`config.mk`:
```
export PLATFORM = sky130hd
export DESIGN_NAME = flic_pixel_chunk_decoder_flat
export DESIGN_NICKNAME = d
export VERILOG_FILES = /design/src/fpcd_pkg.sv /design/src/fpcd_if.sv /design/src/fpcd_front.sv /design/src/fpcd_queue.sv /design/src/fpcd_back.sv /design/src/flic_pixel_chunk_decoder.sv /design/src/flat_wrapper.sv
export SDC_FILE = /design/constraint.sdc
export NUM_CORES = 2
export LEC_CHECK = 0
export BUFFER_PORTS_ARGS = -buffer_cell sky130_fd_sc_hd__buf_2
export CORE_UTILIZATION = 58
export CTS_BUF_LIST = sky130_fd_sc_hd__clkbuf_4 sky130_fd_sc_hd__clkbuf_8 sky130_fd_sc_hd__clkbuf_16
export CTS_CLUSTER_DIAMETER = 200
export DETAILED_ROUTE_END_ITERATION = 7
export GPL_TIMING_DRIVEN = 0
export HOLD_SLACK_MARGIN = 0.1
export PLACE_DENSITY = 0.86
export SYNTH_ARGS = -nofsm -noshare
export SYNTH_HDL_FRONTEND = slang
export SYNTH_SLANG_ARGS = --single-unit
```
`constraint.sdc`:
```
create_clock -name clk_i -period 6.7 [get_ports clk_i]
set_input_delay 0.67 -clock clk_i [delete_from_list [all_inputs] [get_ports clk_i]]
set_output_delay 0.67 -clock clk_i [all_outputs]
set_load 0.02 [all_outputs]
```
`src/fpcd_pkg.sv`:
```
`default_nettype none
package fpcd_pkg;

  localparam int unsigned SideW = 13;
  localparam logic [SideW-1:0] MaxSide = 13'd4096;
  localparam logic [SideW-1:0] SatMax = 13'd8191;

  localparam int unsigned QDepth = 4;
  localparam int unsigned QPtrW = $clog2(QDepth);

  typedef enum logic [1:0] {
    KIND_BYTE_RUN = 2'd0,
    KIND_BYTE_DELTA = 2'd1,
    KIND_WORD_DELTA = 2'd2,
    KIND_UNKNOWN = 2'd3
  } kind_e;

  typedef enum logic [1:0] {
    REG_CHUNK_KIND = 2'd0,
    REG_FRAME_WIDTH = 2'd1,
    REG_FRAME_HEIGHT = 2'd2,
    REG_NONE = 2'd3
  } reg_idx_e;

  typedef enum logic [3:0] {
    PH_IDLE = 4'd0,
    PH_BR_LINE = 4'd1,
    PH_BR_OP = 4'd2,
    PH_BR_LIT = 4'd3,
    PH_BR_VAL = 4'd4,
    PH_LD_HDR = 4'd5,
    PH_LD_COUNT = 4'd6,
    PH_LD_SKIP = 4'd7,
    PH_LD_SIZE = 4'd8,
    PH_LD_LIT = 4'd9,
    PH_LD_REP = 4'd10,
    PH_WD_OP = 4'd11,
    PH_WD_SKIP = 4'd12,
    PH_WD_SIZE = 4'd13,
    PH_WD_LIT = 4'd14,
    PH_WD_PAIR = 4'd15
  } phase_e;

  // one parsed request; a zero length means no frame write
  typedef struct packed {
    logic [SideW-1:0] row;
    logic [SideW-1:0] col;
    logic [7:0]       len;
    logic [15:0]      val;
    logic             pair;
    logic             done;
  } desc_t;

endpackage
`default_nettype wire

```
`src/fpcd_if.sv`:
```
`default_nettype none
interface fpcd_in_if;
  logic       valid;
  logic       ready;
  logic [7:0] data_byte;
  logic       chunk_start;
  modport source (output valid, output data_byte, output chunk_start, input ready);
  modport sink (input valid, input data_byte, input chunk_start, output ready);
endinterface

interface fpcd_out_if;
  logic        valid;
  logic        ready;
  logic        write_valid;
  logic [23:0] pixel_offset;
  logic [7:0]  run_length;
  logic [15:0] pixel_value;
  logic        pair_pattern;
  logic        chunk_done;
  logic        range_error;
  modport source (output valid, output write_valid, output pixel_offset, output run_length,
                  output pixel_value, output pair_pattern, output chunk_done,
                  output range_error, input ready);
  modport sink (input valid, input write_valid, input pixel_offset, input run_length,
                input pixel_value, input pair_pattern, input chunk_done,
                input range_error, output ready);
endinterface
`default_nettype wire

```
`src/fpcd_front.sv`:
```
`default_nettype none
module fpcd_front
  import fpcd_pkg::*;
(
  input  wire logic             clk_i,
  input  wire logic             rst_ni,
  input  wire logic             take_i,
  input  wire logic [7:0]       byte_i,
  input  wire logic             start_i,
  input  wire logic [1:0]       kind_i,
  input  wire logic [SideW-1:0] w_eff_i,
  input  wire logic [SideW-1:0] h_eff_i,
  output      desc_t            desc_o
);

  phase_e      phase_q, phase_d;
  logic [12:0] row_q, row_d, col_q, col_d;
  logic [15:0] lines_q, lines_d;
  logic [13:0] pkts_q, pkts_d;
  logic [7:0]  run_q, run_d, held_q, held_d;
  logic        half_q, half_d;

  function automatic logic [12:0] sat13(input logic [16:0] v);
    return (v > {4'd0, SatMax}) ? SatMax : v[12:0];
  endfunction

  always_ff @(posedge clk_i or negedge rst_ni) begin
    if (!rst_ni) begin
      phase_q <= PH_IDLE;
      row_q   <= '0;
      col_q   <= '0;
      lines_q <= '0;
      pkts_q  <= '0;
      run_q   <= '0;
      held_q  <= '0;
      half_q  <= 1'b0;
    end else if (take_i) begin
      phase_q <= phase_d;
      row_q   <= row_d;
      col_q   <= col_d;
      lines_q <= lines_d;
      pkts_q  <= pkts_d;
      run_q   <= run_d;
      held_q  <= held_d;
      half_q  <= half_d;
    end
  end

  always_comb begin
    phase_e      ph;
    logic [12:0] row_c, col_c;
    logic [7:0]  run_c;
    logic        pkt_end, line_end, br_adv, is_word;
    logic [15:0] wd;

    row_c = row_q; col_c = col_q; run_c = run_q; ph = phase_q;
    phase_d = phase_q; row_d = row_q; col_d = col_q; lines_d = lines_q;
    pkts_d = pkts_q; run_d = run_q; held_d = held_q; half_d = half_q;
    desc_o = '0;
    pkt_end = 1'b0; line_end = 1'b0; br_adv = 1'b0;
    wd = {byte_i, held_q};

    if (start_i) begin
      row_c = '0; col_c = '0; run_c = '0;
      row_d = '0; col_d = '0; lines_d = '0; pkts_d = '0; held_d = '0; half_d = 1'b0;
      wd = {byte_i, 8'd0};
      unique case (kind_i)
        KIND_BYTE_RUN: begin
          if (h_eff_i == '0) begin
            ph = PH_IDLE;
            desc_o.done = 1'b1;
          end else begin
            ph = PH_BR_LINE;
          end
        end
        KIND_BYTE_DELTA: begin ph = PH_LD_HDR; run_c = 8'd4; end
        KIND_WORD_DELTA: begin ph = PH_WD_OP; run_c = 8'd1; end
        default: begin ph = PH_IDLE; desc_o.done = 1'b1; end
      endcase
      phase_d = ph;
      run_d = run_c;
    end

    is_word = (ph == PH_WD_OP) || (ph == PH_WD_SKIP) || (ph == PH_WD_SIZE) ||
              (ph == PH_WD_LIT) || (ph == PH_WD_PAIR);

    unique case (ph)
      PH_BR_LINE: begin col_d = '0; br_adv = 1'b1; end
      PH_BR_OP: begin
        if (byte_i > 8'h7f) begin
          run_d = 8'(9'h100 - {1'b0, byte_i}); phase_d = PH_BR_LIT;
        end else begin
          run_d = byte_i; phase_d = PH_BR_VAL;
        end
      end
      PH_BR_LIT, PH_LD_LIT, PH_WD_LIT: begin
        desc_o.row = row_c; desc_o.col = col_c; desc_o.len = 8'd1;
        desc_o.val = {8'd0, byte_i};
        col_d = sat13({4'd0, col_c} + 17'd1);
        run_d = run_c - 8'd1;
        if (run_d == '0) begin
          if (ph == PH_BR_LIT) br_adv = 1'b1;
          else pkt_end = 1'b1;
        end
      end
      PH_BR_VAL, PH_LD_REP: begin
        desc_o.row = row_c; desc_o.col = col_c; desc_o.len = run_c;
        desc_o.val = {8'd0, byte_i};
        col_d = sat13({4'd0, col_c} + {9'd0, run_c});
        if (ph == PH_BR_VAL) br_adv = 1'b1;
        else pkt_end = 1'b1;
      end
      PH_LD_HDR: begin
        if (run_c == 8'd4 || run_c == 8'd2) begin
          held_d = byte_i;
        end else if (run_c == 8'd3) begin
          row_d = sat13({1'b0, wd});
        end else begin
          lines_d = wd;
          if (wd == '0) begin
            phase_d = PH_IDLE; desc_o.done = 1'b1;
          end else begin
            phase_d = PH_LD_COUNT;
          end
        end
        run_d = run_c - 8'd1;
      end
      PH_LD_COUNT: begin
        col_d = '0;
        pkts_d = {6'd0, byte_i};
        if (byte_i == '0) line_end = 1'b1;
        else phase_d = PH_LD_SKIP;
      end
      PH_LD_SKIP, PH_WD_SKIP: begin
        col_d = sat13({4'd0, col_c} + {9'd0, byte_i});
        phase_d = (ph == PH_LD_SKIP) ? PH_LD_SIZE : PH_WD_SIZE;
      end
      PH_LD_SIZE, PH_WD_SIZE: begin
        if (byte_i > 8'h7f) begin
          run_d = 8'(9'h100 - {1'b0, byte_i});
          half_d = 1'b0;
          phase_d = (ph == PH_LD_SIZE) ? PH_LD_REP : PH_WD_PAIR;
        end else if (byte_i == '0) begin
          pkt_end = 1'b1;
        end else if (ph == PH_LD_SIZE) begin
          run_d = byte_i; phase_d = PH_LD_LIT;
        end else begin
          run_d = {byte_i[6:0], 1'b0}; phase_d = PH_WD_LIT;
        end
      end
      PH_WD_OP: begin
        if (!half_d) begin
          held_d = byte_i; half_d = 1'b1;
        end else begin
          half_d = 1'b0;
          if (run_c != '0) begin
            run_d = '0;
            lines_d = wd;
            if (wd == '0) begin phase_d = PH_IDLE; desc_o.done = 1'b1; end
          end else if (wd[15:14] == 2'b10) begin
            // last pixel of the current line
            desc_o.row = row_c; desc_o.col = w_eff_i - 13'd1; desc_o.len = 8'd1;
            desc_o.val = {8'd0, wd[7:0]};
          end else if (wd[15:14] == 2'b11) begin
            row_d = sat13({4'd0, row_c} + (17'h10000 - {1'b0, wd}));
          end else if (!wd[14]) begin
            col_d = '0;
            pkts_d = wd[13:0];
            if (wd[13:0] == '0) line_end = 1'b1;
            else phase_d = PH_WD_SKIP;
          end
        end
      end
      PH_WD_PAIR: begin
        if (!half_q) begin
          held_d = byte_i; half_d = 1'b1;
        end else begin
          half_d = 1'b0;
          desc_o.row = row_c; desc_o.col = col_c; desc_o.len = run_c;
          desc_o.val = wd; desc_o.pair = 1'b1;
          col_d = sat13({4'd0, col_c} + {8'd0, run_c, 1'b0});
          pkt_end = 1'b1;
        end
      end
      default: ;
    endcase

    if (pkt_end) begin
      pkts_d = pkts_q - 14'd1;
      if (pkts_d == '0) line_end = 1'b1;
      else phase_d = is_word ? PH_WD_SKIP : PH_LD_SKIP;
    end
    if (line_end) begin
      row_d = sat13({4'd0, row_d} + 17'd1);
      lines_d = lines_q - 16'd1;
      if (lines_d == '0) begin
        phase_d = PH_IDLE; desc_o.done = 1'b1;
      end else begin
        phase_d = is_word ? PH_WD_OP : PH_LD_COUNT;
        half_d = 1'b0;
      end
    end
    if (br_adv) begin
      if (col_d >= w_eff_i) begin
        row_d = sat13({4'd0, row_c} + 17'd1);
        if (row_d >= h_eff_i) begin
          phase_d = PH_IDLE; desc_o.done = 1'b1;
        end else begin
          phase_d = PH_BR_LINE;
        end
      end else begin
        phase_d = PH_BR_OP;
      end
    end
  end

endmodule
`default_nettype wire

```
`src/fpcd_queue.sv`:
```
`default_nettype none
module fpcd_queue
  import fpcd_pkg::*;
(
  input  wire logic  clk_i,
  input  wire logic  rst_ni,
  input  wire logic  push_i,
  input  wire desc_t wdata_i,
  output      logic  full_o,
  input  wire logic  pop_i,
  output      logic  valid_o,
  output      desc_t rdata_o
);

  desc_t            mem_q [QDepth];
  logic [QPtrW-1:0] wr_q, rd_q;
  logic [QPtrW:0]   cnt_q;

  assign full_o  = (cnt_q == (QPtrW+1)'(QDepth));
  assign valid_o = (cnt_q != '0);
  assign rdata_o = mem_q[rd_q];

  always_ff @(posedge clk_i) begin
    if (push_i) mem_q[wr_q] <= wdata_i;
  end

  always_ff @(posedge clk_i or negedge rst_ni) begin
    if (!rst_ni) begin
      wr_q  <= '0;
      rd_q  <= '0;
      cnt_q <= '0;
    end else begin
      if (push_i) wr_q <= wr_q + QPtrW'(1);
      if (pop_i) rd_q <= rd_q + QPtrW'(1);
      cnt_q <= cnt_q + (QPtrW+1)'(push_i) - (QPtrW+1)'(pop_i);
    end
  end

  a_no_overflow: assert property (@(posedge clk_i) disable iff (!rst_ni)
    push_i |-> (!full_o || pop_i)) else $error("push into full queue");
  a_no_underflow: assert property (@(posedge clk_i) disable iff (!rst_ni)
    pop_i |-> valid_o) else $error("pop from empty queue");
  a_count_step: assert property (@(posedge clk_i) disable iff (!rst_ni)
    (!push_i && !pop_i) |=> $stable(cnt_q)) else $error("queue count drifted");

endmodule
`default_nettype wire

```
`src/fpcd_back.sv`:
```
`default_nettype none
module fpcd_back
  import fpcd_pkg::*;
(
  input  wire logic             clk_i,
  input  wire logic             rst_ni,
  input  wire logic             q_valid_i,
  input  wire desc_t            q_data_i,
  output      logic             q_pop_o,
  input  wire logic [SideW-1:0] w_eff_i,
  input  wire logic [SideW-1:0] h_eff_i,
  fpcd_out_if.source            out_o
);

  logic        s1_vld_q, o_vld_q;
  logic        s1_wr_q, s1_err_q;
  logic [25:0] s1_prod_q;
  desc_t       s1_q;
  logic        adv_out, s1_take;
  logic [8:0]  span;
  logic [13:0] end_col;
  logic        in_frame;
  logic [23:0] off;

  logic        wv_q, err_q, pair_q, done_q;
  logic [23:0] off_q;
  logic [7:0]  len_q;
  logic [15:0] val_q;

  assign adv_out = !o_vld_q || out_o.ready;
  assign s1_take = !s1_vld_q || adv_out;
  assign q_pop_o = q_valid_i && s1_take;

  assign span     = q_data_i.pair ? {q_data_i.len, 1'b0} : {1'b0, q_data_i.len};
  assign end_col  = {1'b0, q_data_i.col} + {5'd0, span};
  assign in_frame = (q_data_i.row < h_eff_i) && (end_col <= {1'b0, w_eff_i});
  assign off      = s1_prod_q[23:0] + {11'd0, s1_q.col};

  always_ff @(posedge clk_i or negedge rst_ni) begin
    if (!rst_ni) begin
      s1_vld_q <= 1'b0;
      o_vld_q  <= 1'b0;
    end else begin
      if (s1_take) s1_vld_q <= q_pop_o;
      if (adv_out) o_vld_q <= s1_vld_q;
    end
  end

  always_ff @(posedge clk_i) begin
    if (s1_take) begin
      s1_q      <= q_data_i;
      s1_prod_q <= q_data_i.row * w_eff_i;
      s1_wr_q   <= (q_data_i.len != '0) && in_frame;
      s1_err_q  <= (q_data_i.len != '0) && !in_frame;
    end
    if (adv_out) begin
      wv_q   <= s1_wr_q;
      err_q  <= s1_err_q;
      done_q <= s1_q.done;
      off_q  <= s1_wr_q ? off : '0;
      len_q  <= s1_wr_q ? s1_q.len : '0;
      val_q  <= s1_wr_q ? s1_q.val : '0;
      pair_q <= s1_wr_q && s1_q.pair;
    end
  end

  assign out_o.valid        = o_vld_q;
  assign out_o.write_valid  = wv_q;
  assign out_o.pixel_offset = off_q;
  assign out_o.run_length   = len_q;
  assign out_o.pixel_value  = val_q;
  assign out_o.pair_pattern = pair_q;
  assign out_o.chunk_done   = done_q;
  assign out_o.range_error  = err_q;

  a_write_or_err: assert property (@(posedge clk_i) disable iff (!rst_ni)
    o_vld_q |-> !(wv_q && err_q)) else $error("write and range error together");
  a_zero_fields: assert property (@(posedge clk_i) disable iff (!rst_ni)
    (o_vld_q && !wv_q) |-> (off_q == '0 && len_q == '0 && val_q == '0 && !pair_q))
    else $error("fields set without a write");
  a_write_len: assert property (@(posedge clk_i) disable iff (!rst_ni)
    (o_vld_q && wv_q) |-> (len_q != '0)) else $error("write with zero length");

endmodule
`default_nettype wire

```
`src/flic_pixel_chunk_decoder.sv`:
```
// FLIC pixel chunk decoder.
// in_i takes one payload byte per request; chunk_start marks the first byte of a chunk
// and restarts the parser with the chunk kind held in the config register. Every byte
// yields exactly one result on out_o: an optional frame write (offset, run length, pixel
// or pixel pair), chunk_done on the byte that ends the chunk, and range_error for a
// write that fell outside the frame.
// Config registers (chunk kind, frame width, frame height) are written through
// cfg_we_i / cfg_index_i / cfg_data_i while no chunk byte is in flight.
// Throughput: one byte per cycle while the queue is not full. The parser decodes each byte
// combinationally and pushes a request into a four-entry queue; the back end multiplies
// row by width in one stage and adds the column in the next, which feeds the output
// register that drives out_o.
// When out_o stalls, results hold in the output register, the back end holds, and the
// queue fills; in_i.ready drops only when the queue is full.
// Reset clears the parser to idle, empties the queue, and loads kind 0, width 320 and
// height 200. Bytes before any chunk start, or after a chunk is done, give all-zero results.
`default_nettype none
module flic_pixel_chunk_decoder
  import fpcd_pkg::*;
(
  input  wire logic             clk_i,
  input  wire logic             rst_ni,
  input  wire logic             cfg_we_i,
  input  wire logic [1:0]       cfg_index_i,
  input  wire logic [SideW-1:0] cfg_data_i,
  fpcd_in_if.sink               in_i,
  fpcd_out_if.source            out_o
);

  logic [1:0]       kind_q;
  logic [SideW-1:0] width_q, height_q, w_eff, h_eff;
  logic             q_full, q_valid, q_pop, take;
  desc_t            desc, q_data;

  always_ff @(posedge clk_i or negedge rst_ni) begin
    if (!rst_ni) begin
      kind_q   <= KIND_BYTE_RUN;
      width_q  <= 13'd320;
      height_q <= 13'd200;
    end else if (cfg_we_i) begin
      unique case (reg_idx_e'(cfg_index_i))
        REG_CHUNK_KIND:   kind_q <= cfg_data_i[1:0];
        REG_FRAME_WIDTH:  width_q <= cfg_data_i;
        REG_FRAME_HEIGHT: height_q <= cfg_data_i;
        default: ;
      endcase
    end
  end

  assign w_eff = (width_q > MaxSide) ? MaxSide : width_q;
  assign h_eff = (height_q > MaxSide) ? MaxSide : height_q;

  assign in_i.ready = !q_full;
  assign take = in_i.valid && !q_full;

  fpcd_front u_front (
    .clk_i   (clk_i),
    .rst_ni  (rst_ni),
    .take_i  (take),
    .byte_i  (in_i.data_byte),
    .start_i (in_i.chunk_start),
    .kind_i  (kind_q),
    .w_eff_i (w_eff),
    .h_eff_i (h_eff),
    .desc_o  (desc)
  );

  fpcd_queue u_queue (
    .clk_i   (clk_i),
    .rst_ni  (rst_ni),
    .push_i  (take),
    .wdata_i (desc),
    .full_o  (q_full),
    .pop_i   (q_pop),
    .valid_o (q_valid),
    .rdata_o (q_data)
  );

  fpcd_back u_back (
    .clk_i     (clk_i),
    .rst_ni    (rst_ni),
    .q_valid_i (q_valid),
    .q_data_i  (q_data),
    .q_pop_o   (q_pop),
    .w_eff_i   (w_eff),
    .h_eff_i   (h_eff),
    .out_o     (out_o)
  );

endmodule
`default_nettype wire

```
`src/flat_wrapper.sv`:
```
// flat-port wrapper written by rule: the top's interface ports become plain ports
module flic_pixel_chunk_decoder_flat import fpcd_pkg::*;
  (clk_i, rst_ni, cfg_we_i, cfg_index_i, cfg_data_i, in_i_valid, in_i_data_byte, in_i_chunk_start, in_i_ready, out_o_valid, out_o_write_valid, out_o_pixel_offset, out_o_run_length, out_o_pixel_value, out_o_pair_pattern, out_o_chunk_done, out_o_range_error, out_o_ready);
  fpcd_in_if in_i_i ();
  fpcd_out_if out_o_i ();
  input  wire logic clk_i;
  input  wire logic rst_ni;
  input  wire logic cfg_we_i;
  input  wire logic [1:0] cfg_index_i;
  input  wire logic [SideW-1:0] cfg_data_i;
  input wire logic [$bits(in_i_i.valid)-1:0] in_i_valid;
  input wire logic [$bits(in_i_i.data_byte)-1:0] in_i_data_byte;
  input wire logic [$bits(in_i_i.chunk_start)-1:0] in_i_chunk_start;
  output wire logic [$bits(in_i_i.ready)-1:0] in_i_ready;
  output wire logic [$bits(out_o_i.valid)-1:0] out_o_valid;
  output wire logic [$bits(out_o_i.write_valid)-1:0] out_o_write_valid;
  output wire logic [$bits(out_o_i.pixel_offset)-1:0] out_o_pixel_offset;
  output wire logic [$bits(out_o_i.run_length)-1:0] out_o_run_length;
  output wire logic [$bits(out_o_i.pixel_value)-1:0] out_o_pixel_value;
  output wire logic [$bits(out_o_i.pair_pattern)-1:0] out_o_pair_pattern;
  output wire logic [$bits(out_o_i.chunk_done)-1:0] out_o_chunk_done;
  output wire logic [$bits(out_o_i.range_error)-1:0] out_o_range_error;
  input wire logic [$bits(out_o_i.ready)-1:0] out_o_ready;
  assign in_i_i.valid = in_i_valid;
  assign in_i_i.data_byte = in_i_data_byte;
  assign in_i_i.chunk_start = in_i_chunk_start;
  assign in_i_ready = in_i_i.ready;
  assign out_o_valid = out_o_i.valid;
  assign out_o_write_valid = out_o_i.write_valid;
  assign out_o_pixel_offset = out_o_i.pixel_offset;
  assign out_o_run_length = out_o_i.run_length;
  assign out_o_pixel_value = out_o_i.pixel_value;
  assign out_o_pair_pattern = out_o_i.pair_pattern;
  assign out_o_chunk_done = out_o_i.chunk_done;
  assign out_o_range_error = out_o_i.range_error;
  assign out_o_i.ready = out_o_ready;
  flic_pixel_chunk_decoder u_core (.clk_i(clk_i), .rst_ni(rst_ni), .cfg_we_i(cfg_we_i), .cfg_index_i(cfg_index_i), .cfg_data_i(cfg_data_i), .in_i(in_i_i), .out_o(out_o_i));
endmodule
```
==> flow_summary.toml <==
[grt]
grt_pass1_wl_mm = 156
antenna_found_initial = 2
grt_remaining_overflow = 0
grt_pass1_vias = 26159
grt.total_usage = 0.373
grt_max_degree = 92

[clock_tree]
cts_tree = "done"
clkTransAtPathRegs_ns = 0.06
cts_buffers = 47
worstSkewPairLatency_ns = 0.62
cts_sinks = 439
ctsHtreeMaxLevel = 2
cts-root-buf = "clkbuf_16"
cts_buffer_depth = 3

[logic_synthesis]
synth_enable_flop_cells = 325
synth_top_cell_by_area = "edfxtp_1"
yosys_warnings = 0
netlist_instances = 3093
synthesis.area_um2 = 31400
yosysMostFrequentCell = "nand2_1"
syn-num-nets = 3444
yosysTopAreaCellShare = 0.310
avgSynthCellArea_um2 = 10.2
yosys-top-cells-count = "nand2_1 (329), edfxtp_1 (325), inv_1 (243)"
synthArstFlopShare = 0.260
synth_area_leaders = "edfxtp_1 (31%), dfrtp_1 (8.7%), fa_1 (8.1%)"
ys_seq_area_frac = 0.401
ys_types = 104
synth_flop_cell = "edfxtp_1"
ys_ff_latch = 439

[worst_setup_path]
cp.buffers_inverters = 6
critical_path_cell_count = 26
max_stage_delay_ns = 0.41
crit_slowest_cell = "a21oi_4"
path_max_fanout = 19
crit_required_ns = 7.16
timing.reg2reg.worst_path_depth = 26
timing.critical_path.from = "in_i_chunk_start"
endpoint_kind = "flip-flop"
crit_type = "primary input to flip-flop"
worst_ep_arrival_time_ns = 7.02
crit_family = "compound AO/OA/AOI/OAI gates"
critPathLaunchType = "primary input"
r2r_start = "u_core.u_queue.rd_q[0]"

[sta]
hold_viol_final = 0
worst_pin_slew_ns = 1.29
setup_viol = 0
final-max-slew-violation-count = 0
max_freq_mhz = 152
fin_skew_ns = 0.0341
slew_headroom = 0.131
fin_crit_sh = 0.979
period_needed_ns = 6.56

[final_layout]
drive_above_1_share = 0.131
nets = 3597
fin_util = 0.660
area_delta_synth_final_pct = 11.4

[floorplanning]
initial_core_util = 0.592
row_count = 84
core_area_um2 = 53100
ios = 83
dieArea_um2 = 55100
die-height_um = 235
die_w_um = 235

[pwr]
peakVddDrop_v = 0.000704
finalPower_mw = 21.4
power.leakage_nw = 14.3
p_per_area_nw_per_um2 = 612

[drt]
routed_wl_mm = 105
drc_errors = 2
drt-wirelength-per-cell_um = 26.3
routed_via_density = 6.68
dr.first_iter.drc_count = 3657
final_antenna_net_count = 0
drt-pass1-iter-count = 8
num_vias = 26569

[status]
violations = "DRC"
status = "finished, violations left"

[place]
place_congestion = 1.02
hpwl_mm = 76.5
port_buffers = 81

[hold_path]
whs_path_depth = 2
hold_path.startpoint = "cfg_data_i[2]"
min_path_type = "primary input to flip-flop"

[job]
maxCapViolations = 0
==> worst reg2reg max path, cell delays in order (launching register included) <==
cell and delay, ns:
dfrtp_1 0.43, buf_12 0.18, clkbuf_16 0.20, mux4_2 0.58, buf_4 0.23, nand2_1 0.12
fa_1 0.42, inv_1 0.08, fa_1 0.43, ha_1 0.30, ha_1 0.32, inv_1 0.06
fa_1 0.47, inv_1 0.06, fa_1 0.40, a21o_1 0.19, a21oi_2 0.14, o21bai_1 0.09
a21oi_2 0.17, o21bai_1 0.11, a21oi_2 0.25, o2111ai_2 0.18, a31oi_2 0.20, nor2b_1 0.09
o21a_1 0.20, o41ai_2 0.23, xnor2_1 0.11
==> per-layer routing <==
| layer | up-vias | GRT usage | share of wire |
|---|---|---|---|
| met5 | - | 0 | 0.000086 |
| met4 | 2 | 0.233 | 0.072 |
| met3 | 532 | 0.0855 | 0.10 |
| met2 | 1827 | 0.592 | 0.46 |
| met1 | 12811 | 0.463 | 0.37 |
| li1 | 11397 | - | - |
==> flip-flops by register name, indices dropped and copies added, names as in the netlist, 3 cells and up <==
signal,flops
u_core.u_back.out_o.pixel_value,16
u_core.u_back.out_o.pixel_offset,24
u_core.height_q,13
u_core.u_front.phase_q,4
u_core.u_queue.mem_q,208
u_core.u_front.lines_q,16
u_core.u_front.run_q,8
u_core.u_back.out_o.run_length,8
u_core.u_front.row_q,13
u_core.u_front.held_q,8
u_core.u_front.col_q,13
u_core.u_front.pkts_q,14
u_core.width_q,13
u_core.u_back.s1_prod_q,24
u_core.u_queue.cnt_q,3
u_core.u_back.s1_q,39
==> layout make-up <==
cell class / count / area, um2
buffer: 136 / 732
antenna: 2 / 5.00
multi-input combinational: 2263 / 17500
timing repair buffer: 113 / 754
inverter: 246 / 938
fill: 3901 / 18000
tap: 688 / 861
clock inverter: 25 / 288
clock buffer: 63 / 1320
sequential: 439 / 12600
==> final timing paths <==
kind,slack [ns],end
setup / recovery,0.14,u_core.u_front.row_q[3]
hold / removal,0.34,u_core.height_q[2]
setup reg to reg,0.19,u_core.u_back.s1_prod_q[22]
hold reg to reg,0.42,u_core.u_back.out_o.range_error
max in group asynchronous,5.33,u_core.u_front.row_q[4]
min in group asynchronous,0.49,u_core.u_front.pkts_q[7]
==> placed cells by master, fill, tap and decap left out, types with 26 or more instances in the layout <==
master	instances
a21o_1	31
a21oi_1	166
a22oi_1	29
and2_1	84
buf_2	91
buf_4	29
clkbuf_1	83
clkbuf_16	49
dfrtp_1	109
edfxtp_1	325
fa_1	127
ha_1	191
inv_1	238
mux2_2	52
mux4_2	49
nand2_1	326
nand3_1	47
nand4_1	26
nor2_1	227
nor2b_1	49
nor3_1	63
o21ai_0	205
o22ai_1	27
xnor2_1	107
==> report_power, final <==
| group | switching (mW) | total (mW) | internal, mW |
|---|---|---|---|
| Combinational | 8.35 | 14.0 | 5.61 |
| Clock | 1.17 | 2.73 | 1.56 |
| Sequential | 0.481 | 4.74 | 4.26 |
| Total | 9.99 | 21.4 | 11.4 |
==> per-stage QoR <==
stage	hold slack [ns]	TNS (ns)	instance area, um2	setup WS, ns	cells
4_1_cts	0.321	-0.00914	34800	-0.00914	3962
3_3_place_gp	0.401	-98.81	32700	-3.66	3862
6_report	0.338	0	35000	0.140	3975
3_5_place_dp	0.407	-95.60	32900	-3.66	3868
2_1_floorplan	0.374	-0.00562	31500	-0.00562	3093
5_1_grt	0.340	-0.0714	35000	-0.0474	3974
==> cell families after synthesis <==
family,after synthesis,share of synthesized area
DFF,439,0.401
adders and majority gates,322,0.158
xor gates and xnor gates,132,0.0368
AOI/OAI and AO/OA,706,0.143
muxes,123,0.0608
buffers and inverters,391,0.0487
and+or+nand+nor,980,0.151
==> timing repair <==
item	4_1_cts	5_1_grt
setup endpoints to repair	46	22
resized for setup	97	38
hold buffers	1	0
endpoints found under the hold margin	23	0
pin swaps	2	7
setup buffers	10	14
cloned	0	1
Note: power is estimated with default switching activity, not from simulation.
